--- config.mk ---
export PLATFORM = sky130hd
export DESIGN_NAME = pcr_timestamp_alu_top
export DESIGN_NICKNAME = d
export VERILOG_FILES = /design/src/hw/rtl/pta_pkg.sv /design/src/hw/rtl/pta_front.sv /design/src/hw/rtl/pta_cell.sv /design/src/hw/rtl/pta_back.sv /design/src/hw/rtl/pcr_timestamp_alu_top.sv
export SDC_FILE = /design/constraint.sdc
export NUM_CORES = 2
export LEC_CHECK = 0
export BUFFER_PORTS_ARGS = -buffer_cell sky130_fd_sc_hd__buf_4
export CAP_MARGIN = 20
export CORE_UTILIZATION = 50
export DETAILED_ROUTE_END_ITERATION = 12
export PLACE_DENSITY = 0.63
export SLEW_MARGIN = 20
export SYNTH_ARGS = -nofsm -noshare
export SYNTH_HDL_FRONTEND = slang
export SYNTH_HIERARCHICAL = 1
export SYNTH_SLANG_ARGS = --single-unit
--- constraint.sdc ---
create_clock -name i_clk -period 241.6 [get_ports i_clk]
set_input_delay 72.48 -clock i_clk [delete_from_list [all_inputs] [get_ports i_clk]]
set_output_delay 72.48 -clock i_clk [all_outputs]
set_load 0.02 [all_outputs]
--- src/hw/rtl/pta_pkg.sv ---
`default_nettype none

package pta_pkg;

    // Field widths of the request and result items.
    localparam int unsigned OP_W    = 3;
    localparam int unsigned BASE_W  = 32;
    localparam int unsigned EXT_W   = 10;
    localparam int unsigned TICK_W  = 32;
    localparam int unsigned DIFF_LO_W = 12;

    // One base unit is this many extension ticks.
    localparam int unsigned TICKS_PER_BASE = 600;
    localparam int unsigned REM_W  = 10;
    // Widest dividend: a 10-bit extension plus a 32-bit tick count.
    localparam int unsigned DIV_W  = 33;

    // Packed stream widths, padded to whole bytes.
    localparam int unsigned IN_FIELDS_W  = OP_W + 2 * (BASE_W + EXT_W) + TICK_W;
    localparam int unsigned IN_TDATA_W   = ((IN_FIELDS_W + 7) / 8) * 8;
    localparam int unsigned OUT_FIELDS_W = BASE_W + EXT_W + TICK_W + 1;
    localparam int unsigned OUT_TDATA_W  = ((OUT_FIELDS_W + 7) / 8) * 8;

    // Bit positions inside the result tdata.
    localparam int unsigned RES_EXT_LSB = BASE_W;
    localparam int unsigned TDIFF_LSB   = BASE_W + EXT_W;
    localparam int unsigned FLAG_BIT    = BASE_W + EXT_W + TICK_W;

    typedef enum logic [OP_W-1:0] {
        OP_DIFF        = 3'd0,
        OP_ADD_TICKS   = 3'd1,
        OP_ADD_TS      = 3'd2,
        OP_TICKS_TO_TS = 3'd3,
        OP_GT          = 3'd4,
        OP_GE          = 3'd5,
        OP_LE          = 3'd6
    } t_op;

    // Everything an item carries alongside the division.
    typedef struct packed {
        t_op                   op;
        logic [BASE_W-1:0]     base_add;
        logic [BASE_W-1:0]     diff_hi;
        logic [DIFF_LO_W-1:0]  diff_lo;
        logic                  flag;
    } t_side;

endpackage

`default_nettype wire

--- src/hw/rtl/pta_front.sv ---
`default_nettype none

module pta_front import pta_pkg::*; #(
    parameter int unsigned NUM_W = 33
) (
    input  wire logic                  i_clk,
    input  wire logic                  i_rst_n,
    input  wire logic                  i_en,
    input  wire logic                  i_valid,
    input  wire logic [IN_TDATA_W-1:0] i_data,
    output logic                       o_valid,
    output logic [NUM_W-1:0]           o_num,
    output logic [REM_W-1:0]           o_rem,
    output t_side                      o_side
);

    logic [OP_W-1:0]   op_raw;
    logic [BASE_W-1:0] a_base;
    logic [EXT_W-1:0]  a_ext;
    logic [BASE_W-1:0] b_base;
    logic [EXT_W-1:0]  b_ext;
    logic [TICK_W-1:0] ticks;

    logic [DIV_W-1:0]  sum_ticks;
    logic [BASE_W-1:0] base_diff;
    logic              carry;
    logic              ext_gt;
    logic              ext_ge;
    logic              base_eq;
    logic              gt;

    logic              r_valid;
    logic [NUM_W-1:0]  r_num;
    t_side             r_side;
    logic [NUM_W-1:0]  n_num;
    t_side             n_side;

    assign op_raw = i_data[OP_W-1:0];
    assign a_base = i_data[OP_W +: BASE_W];
    assign a_ext  = i_data[OP_W + BASE_W +: EXT_W];
    assign b_base = i_data[OP_W + BASE_W + EXT_W +: BASE_W];
    assign b_ext  = i_data[OP_W + 2 * BASE_W + EXT_W +: EXT_W];
    assign ticks  = i_data[OP_W + 2 * (BASE_W + EXT_W) +: TICK_W];

    assign sum_ticks = {1'b0, ticks} + DIV_W'(a_ext);
    assign base_diff = a_base - b_base;
    assign carry     = (a_ext < b_ext);
    assign ext_gt    = (a_ext > b_ext);
    assign ext_ge    = (a_ext >= b_ext);
    assign base_eq   = (base_diff == '0);
    // Bases compare through their wrapped signed difference.
    assign gt        = base_eq ? ext_gt : ~base_diff[BASE_W-1];

    always_comb begin
        n_num           = '0;
        n_side.op       = t_op'(op_raw);
        n_side.base_add = '0;
        n_side.diff_hi  = base_diff - BASE_W'(carry);
        n_side.diff_lo  = DIFF_LO_W'(a_ext) - DIFF_LO_W'(b_ext)
                        + (carry ? DIFF_LO_W'(TICKS_PER_BASE) : '0);
        n_side.flag     = 1'b0;
        case (t_op'(op_raw))
            OP_ADD_TICKS: begin
                n_num           = NUM_W'(sum_ticks);
                n_side.base_add = a_base;
            end
            OP_ADD_TS: begin
                n_num           = NUM_W'(a_ext) + NUM_W'(b_ext);
                n_side.base_add = a_base + b_base;
            end
            OP_TICKS_TO_TS: begin
                n_num = NUM_W'(ticks);
            end
            OP_GT:   n_side.flag = gt;
            OP_GE:   n_side.flag = base_eq ? ext_ge : ~base_diff[BASE_W-1];
            OP_LE:   n_side.flag = ~gt;
            default: n_side.flag = 1'b0;
        endcase
    end

    always_ff @(posedge i_clk) begin
        if (!i_rst_n) begin
            r_valid <= 1'b0;
        end else if (i_en) begin
            r_valid <= i_valid;
        end
    end

    always_ff @(posedge i_clk) begin
        if (i_en) begin
            r_num  <= n_num;
            r_side <= n_side;
        end
    end

    assign o_valid = r_valid;
    assign o_num   = r_num;
    assign o_rem   = '0;
    assign o_side  = r_side;

endmodule

`default_nettype wire

--- src/hw/rtl/pta_cell.sv ---
`default_nettype none

module pta_cell import pta_pkg::*; #(
    parameter int unsigned BITS  = 3,
    parameter int unsigned NUM_W = 33
) (
    input  wire logic             i_clk,
    input  wire logic             i_rst_n,
    input  wire logic             i_en,
    input  wire logic             i_valid,
    input  wire logic [NUM_W-1:0] i_num,
    input  wire logic [REM_W-1:0] i_rem,
    input  wire t_side            i_side,
    output logic                  o_valid,
    output logic [NUM_W-1:0]      o_num,
    output logic [REM_W-1:0]      o_rem,
    output t_side                 o_side
);

    logic             r_valid;
    logic [NUM_W-1:0] r_num;
    logic [REM_W-1:0] r_rem;
    t_side            r_side;
    logic [NUM_W-1:0] n_num;
    logic [REM_W-1:0] n_rem;

    // Restoring division steps: the dividend shifts out at the top of the
    // word while quotient bits shift in at the bottom.
    always_comb begin
        logic [REM_W:0] trial;
        n_num = i_num;
        n_rem = i_rem;
        for (int k = 0; k < BITS; k++) begin
            trial = {n_rem, n_num[NUM_W-1]};
            n_num = {n_num[NUM_W-2:0], 1'b0};
            if (trial >= (REM_W + 1)'(TICKS_PER_BASE)) begin
                n_rem    = REM_W'(trial - (REM_W + 1)'(TICKS_PER_BASE));
                n_num[0] = 1'b1;
            end else begin
                n_rem = trial[REM_W-1:0];
            end
        end
    end

    always_ff @(posedge i_clk) begin
        if (!i_rst_n) begin
            r_valid <= 1'b0;
        end else if (i_en) begin
            r_valid <= i_valid;
        end
    end

    always_ff @(posedge i_clk) begin
        if (i_en) begin
            r_num  <= n_num;
            r_rem  <= n_rem;
            r_side <= i_side;
        end
    end

    assign o_valid = r_valid;
    assign o_num   = r_num;
    assign o_rem   = r_rem;
    assign o_side  = r_side;

endmodule

`default_nettype wire

--- src/hw/rtl/pta_back.sv ---
`default_nettype none

module pta_back import pta_pkg::*; #(
    parameter int unsigned NUM_W = 33
) (
    input  wire logic             i_clk,
    input  wire logic             i_rst_n,
    input  wire logic             i_en,
    input  wire logic             i_valid,
    input  wire logic [NUM_W-1:0] i_num,
    input  wire logic [REM_W-1:0] i_rem,
    input  wire t_side            i_side,
    output logic                  o_valid,
    output logic [OUT_TDATA_W-1:0] o_data
);

    logic [BASE_W-1:0] res_base;
    logic [EXT_W-1:0]  res_ext;
    logic [TICK_W-1:0] tick_diff;
    logic              flag;
    logic [TICK_W-1:0] scaled_hi;

    logic                   r_valid;
    logic [OUT_TDATA_W-1:0] r_data;
    logic [OUT_TDATA_W-1:0] n_data;

    assign scaled_hi = i_side.diff_hi * TICK_W'(TICKS_PER_BASE);

    always_comb begin
        res_base  = '0;
        res_ext   = '0;
        tick_diff = '0;
        flag      = 1'b0;
        case (i_side.op)
            OP_DIFF: begin
                tick_diff = scaled_hi
                          + {{(TICK_W - DIFF_LO_W){i_side.diff_lo[DIFF_LO_W-1]}},
                             i_side.diff_lo};
            end
            OP_ADD_TICKS, OP_ADD_TS, OP_TICKS_TO_TS: begin
                res_base = i_side.base_add + i_num[BASE_W-1:0];
                res_ext  = i_rem;
            end
            OP_GT, OP_GE, OP_LE: begin
                flag = i_side.flag;
            end
            default: begin
                flag = 1'b0;
            end
        endcase
        n_data = OUT_TDATA_W'({flag, tick_diff, res_ext, res_base});
    end

    always_ff @(posedge i_clk) begin
        if (!i_rst_n) begin
            r_valid <= 1'b0;
        end else if (i_en) begin
            r_valid <= i_valid;
        end
    end

    always_ff @(posedge i_clk) begin
        if (i_en) begin
            r_data <= n_data;
        end
    end

    assign o_valid = r_valid;
    assign o_data  = r_data;

endmodule

`default_nettype wire

--- src/hw/rtl/pcr_timestamp_alu_top.sv ---
// Channel    Direction  Ports                      Contents of tdata (lowest bit first)
// s_axis     in         tvalid, tready, tdata      opcode, a_base, a_ext, b_base, b_ext, ticks
// m_axis     out        tvalid, tready, tdata      res_base, res_ext, tick_diff, compare_flag
//
// One request enters per cycle while the row is not frozen; each result passes
// through the front stage, the row of division cells and the back stage.
// The length of the row follows from BITS_PER_CELL: each division cell retires BITS_PER_CELL
// quotient bits of the divide by 600.
// Reset clears the valid bits of every stage; data registers are not reset.
// A result that is not taken freezes the whole row and drops s_axis_tready in
// the same cycle; the row moves again as soon as the result is taken.
`default_nettype none

module pcr_timestamp_alu_top import pta_pkg::*; #(
    parameter int unsigned BITS_PER_CELL = 3
) (
    input  wire logic                   i_clk,
    input  wire logic                   i_rst_n,
    input  wire logic                   s_axis_tvalid,
    output logic                        s_axis_tready,
    // opcode[2:0], a_base[34:3], a_ext[44:35], b_base[76:45], b_ext[86:77],
    // ticks[118:87], zero pad above.
    input  wire logic [IN_TDATA_W-1:0]  s_axis_tdata,
    output logic                        m_axis_tvalid,
    input  wire logic                   m_axis_tready,
    // res_base[31:0], res_ext[41:32], tick_diff[73:42], compare_flag[74],
    // zero pad above.
    output logic [OUT_TDATA_W-1:0]      m_axis_tdata
);

    // Number of cells needed to retire every bit of the widest dividend.
    localparam int unsigned N_CELLS = (DIV_W + BITS_PER_CELL - 1) / BITS_PER_CELL;
    localparam int unsigned NUM_W   = N_CELLS * BITS_PER_CELL;

    // The whole row advances together whenever the output register is free
    // or its result is being taken.
    logic advance;

    logic             st_valid [N_CELLS+1];
    logic [NUM_W-1:0] st_num   [N_CELLS+1];
    logic [REM_W-1:0] st_rem   [N_CELLS+1];
    t_side            st_side  [N_CELLS+1];

    assign advance       = ~m_axis_tvalid | m_axis_tready;
    assign s_axis_tready = advance;

    // The front stage decodes the request, unpacks the dividend for the
    // divide by 600, prepares the difference and settles the compare operations.
    pta_front #(
        .NUM_W (NUM_W)
    ) u_front (
        .i_clk   (i_clk),
        .i_rst_n (i_rst_n),
        .i_en    (advance),
        .i_valid (s_axis_tvalid),
        .i_data  (s_axis_tdata),
        .o_valid (st_valid[0]),
        .o_num   (st_num[0]),
        .o_rem   (st_rem[0]),
        .o_side  (st_side[0])
    );

    // Each cell holds one request in flight and hands its partial quotient
    // and remainder to the next cell every cycle that the row advances.
    for (genvar g = 0; g < N_CELLS; g++) begin : g_cell
        pta_cell #(
            .BITS  (BITS_PER_CELL),
            .NUM_W (NUM_W)
        ) u_cell (
            .i_clk   (i_clk),
            .i_rst_n (i_rst_n),
            .i_en    (advance),
            .i_valid (st_valid[g]),
            .i_num   (st_num[g]),
            .i_rem   (st_rem[g]),
            .i_side  (st_side[g]),
            .o_valid (st_valid[g+1]),
            .o_num   (st_num[g+1]),
            .o_rem   (st_rem[g+1]),
            .o_side  (st_side[g+1])
        );
    end

    // The back stage adds the quotient into the base, scales the base
    // difference to ticks and holds the finished result for the consumer.
    pta_back #(
        .NUM_W (NUM_W)
    ) u_back (
        .i_clk   (i_clk),
        .i_rst_n (i_rst_n),
        .i_en    (advance),
        .i_valid (st_valid[N_CELLS]),
        .i_num   (st_num[N_CELLS]),
        .i_rem   (st_rem[N_CELLS]),
        .i_side  (st_side[N_CELLS]),
        .o_valid (m_axis_tvalid),
        .o_data  (m_axis_tdata)
    );

endmodule

`default_nettype wire

==> results_dict.tcl <==
set metrics [dict create \
    mostFrequentLayoutCells "edfxtp_1 (1,494), nor2_1 (334), inv_1 (275), ha_1 (274), xnor2_1 (240)" \
    cap_viol_max_count 0 \
    via_per_inst 5.443 \
    syn_inst 4782 \
    place.gp.congestion 0.9025 \
    rsz0062_at_grt "false" \
    fin_skew_ps 25.22 \
    track_usage_pct 17.64 \
    fin_area_um2 77460 \
    critPathLaunchType "input pin" \
    final_nets 5522 \
    num_rows 135 \
    gr-total-overflow 0 \
    hold_start "g_cell[4].u_cell/o_side[9]$_DFFE_PP_" \
    cts_sinks 1507 \
    dpl-instance-area_um2 72450 \
    syn_area_um2 69000 \
    fin_setup_tns_ps 0 \
    path_class "in2out" \
    crit_path_end_kind "output port" \
    postCtsHoldBufs 0 \
    yosysWarnings 6 \
    drive_gt1_share_pct 14.12 \
    synthToLayoutAreaGrowth_pct 12.26 \
    dpl.cell_count 6696 \
    r2r_cells 25 \
    fmaxAchievable_ghz 0.006870 \
    final_max_slew_viol_count 0 \
    wl_mm 123.6 \
    hpwl_mm 88.36 \
    cp_max_fo 14 \
    drc 0 \
    setup.worst_path.start "m_axis_tready" \
    stdcell_count 6979 \
    finalSetupViolations 0 \
    outcome "finished, final reports clean" \
    cts_setup_buffers 0 \
    cts_tree "done" \
    diodes 0 \
    num_vias 37990 \
    cp.required_ps 169120 \
    grt_pass1_vias 36420 \
    multi_input_area_um2 22330 \
    crit_arrival_ps 73080 \
    portBuffers 199 \
    max_slew_margin_pct 29.37 \
    start_util_pct 50.68 \
    r2r_slack_ps 235050 \
    grt_max_degree 196 \
    chipHeight_um 373.5 \
    root_buffer "clkbuf_16" \
    grt_pass1_wl_mm 196.0 \
    fin_crit_sh_pct 60.25 \
    core_um2 136100 \
    clock_latency_ps 770 \
    wire_per_inst_um 17.72 \
    avgSynthCellArea_um2 14.43 \
    r2r-start "g_cell[10].u_cell/o_side[18]$_DFFE_PP_" \
    h-tree-depth 4 \
    ant_nets 0 \
    die_area_um2 139500 \
    seqCellArea_um2 45120 \
    drt_first_pass_iters 6 \
    cts_buffer_depth 3 \
    period_needed_ps 145560 \
    rr_endpoint "u_back/o_data[73]$_SDFFCE_PP0P_" \
    io_pins 206 \
    layout_commonest_cell "edfxtp_1" \
    cp-endpoint "s_axis_tready" \
    cts_resized 0 \
    die_x_um 373.5 \
    drt_iter0_drc 2553 \
    hold_class "reg2reg" \
    worst_pin_slew_ps 1059 \
    antenna_found_initial 3 \
    hold_violations 0 \
    cts_buffers 152 \
    nFillCells 10840 \
    clk_pin_slew_worst_paths_ps 60 \
]
-- metal layers --
layer	vias up	part of all wire (%)	track usage, %	routed length, um
met5	-	0.0073	0	9
met3	183	4.8	3.461	5980
met4	2	2.4	5.637	2985
met1	18280	47	24.74	58010
li1	18800	-	-	-
met2	731	46	27.74	56660
-- critical path, stage by stage --
cell      delay, ps
buf_4           100
nand2b_4        250
buf_4           240
-- area by class of cell --
cell class	instances	share of cell area, %
Sequential cell	1507	58.25
Timing Repair Buffer	226	2.258
Tap cell	1781	2.877
Inverter	286	1.386
Clock buffer	178	5.091
Multi-Input combinational cell	2898	28.82
Clock inverter	103	1.310
-- through the flow --
stage	hold slack [ps]	setup slack, ps	utilization [%]
final	397.0	96040	56.90
after global routing	402.3	96000	56.90
after CTS	399.2	96030	56.86
after detailed placement	404.5	96030	53.21
after global placement	400.4	96040	53.21
after floorplan	400.3	60570	-
-- registers in the layout (all words and copies together), names as in the netlist --
name and cells:
u_front/o_valid 1, g_cell.u_cell/o_side 847, u_front/o_side 77, g_cell.u_cell/o_num 352, u_back/o_data 75, g_cell.u_cell/o_valid 11, u_back/o_valid 1, g_cell.u_cell/o_rem 110
u_front/o_num 33
-- how the worst min path moves through the flow --
stage	end	slack (ps)	cells past startpoint
after floorplan	g_cell[0].u_cell/o_num[10]$_DFFE_PP_	400	0
after global placement	g_cell[3].u_cell/o_side[37]$_DFFE_PP_	400	0
after detailed placement	g_cell[0].u_cell/o_side[18]$_DFFE_PP_	400	0
after CTS	g_cell[5].u_cell/o_side[9]$_DFFE_PP_	400	0
after global routing	g_cell[9].u_cell/o_side[53]$_DFFE_PP_	400	0
final	g_cell[5].u_cell/o_side[9]$_DFFE_PP_	400	0
Power is left out: the tool's default activity adds up to more than one toggle a clock period on the data nets, which glitch-free logic cannot reach.
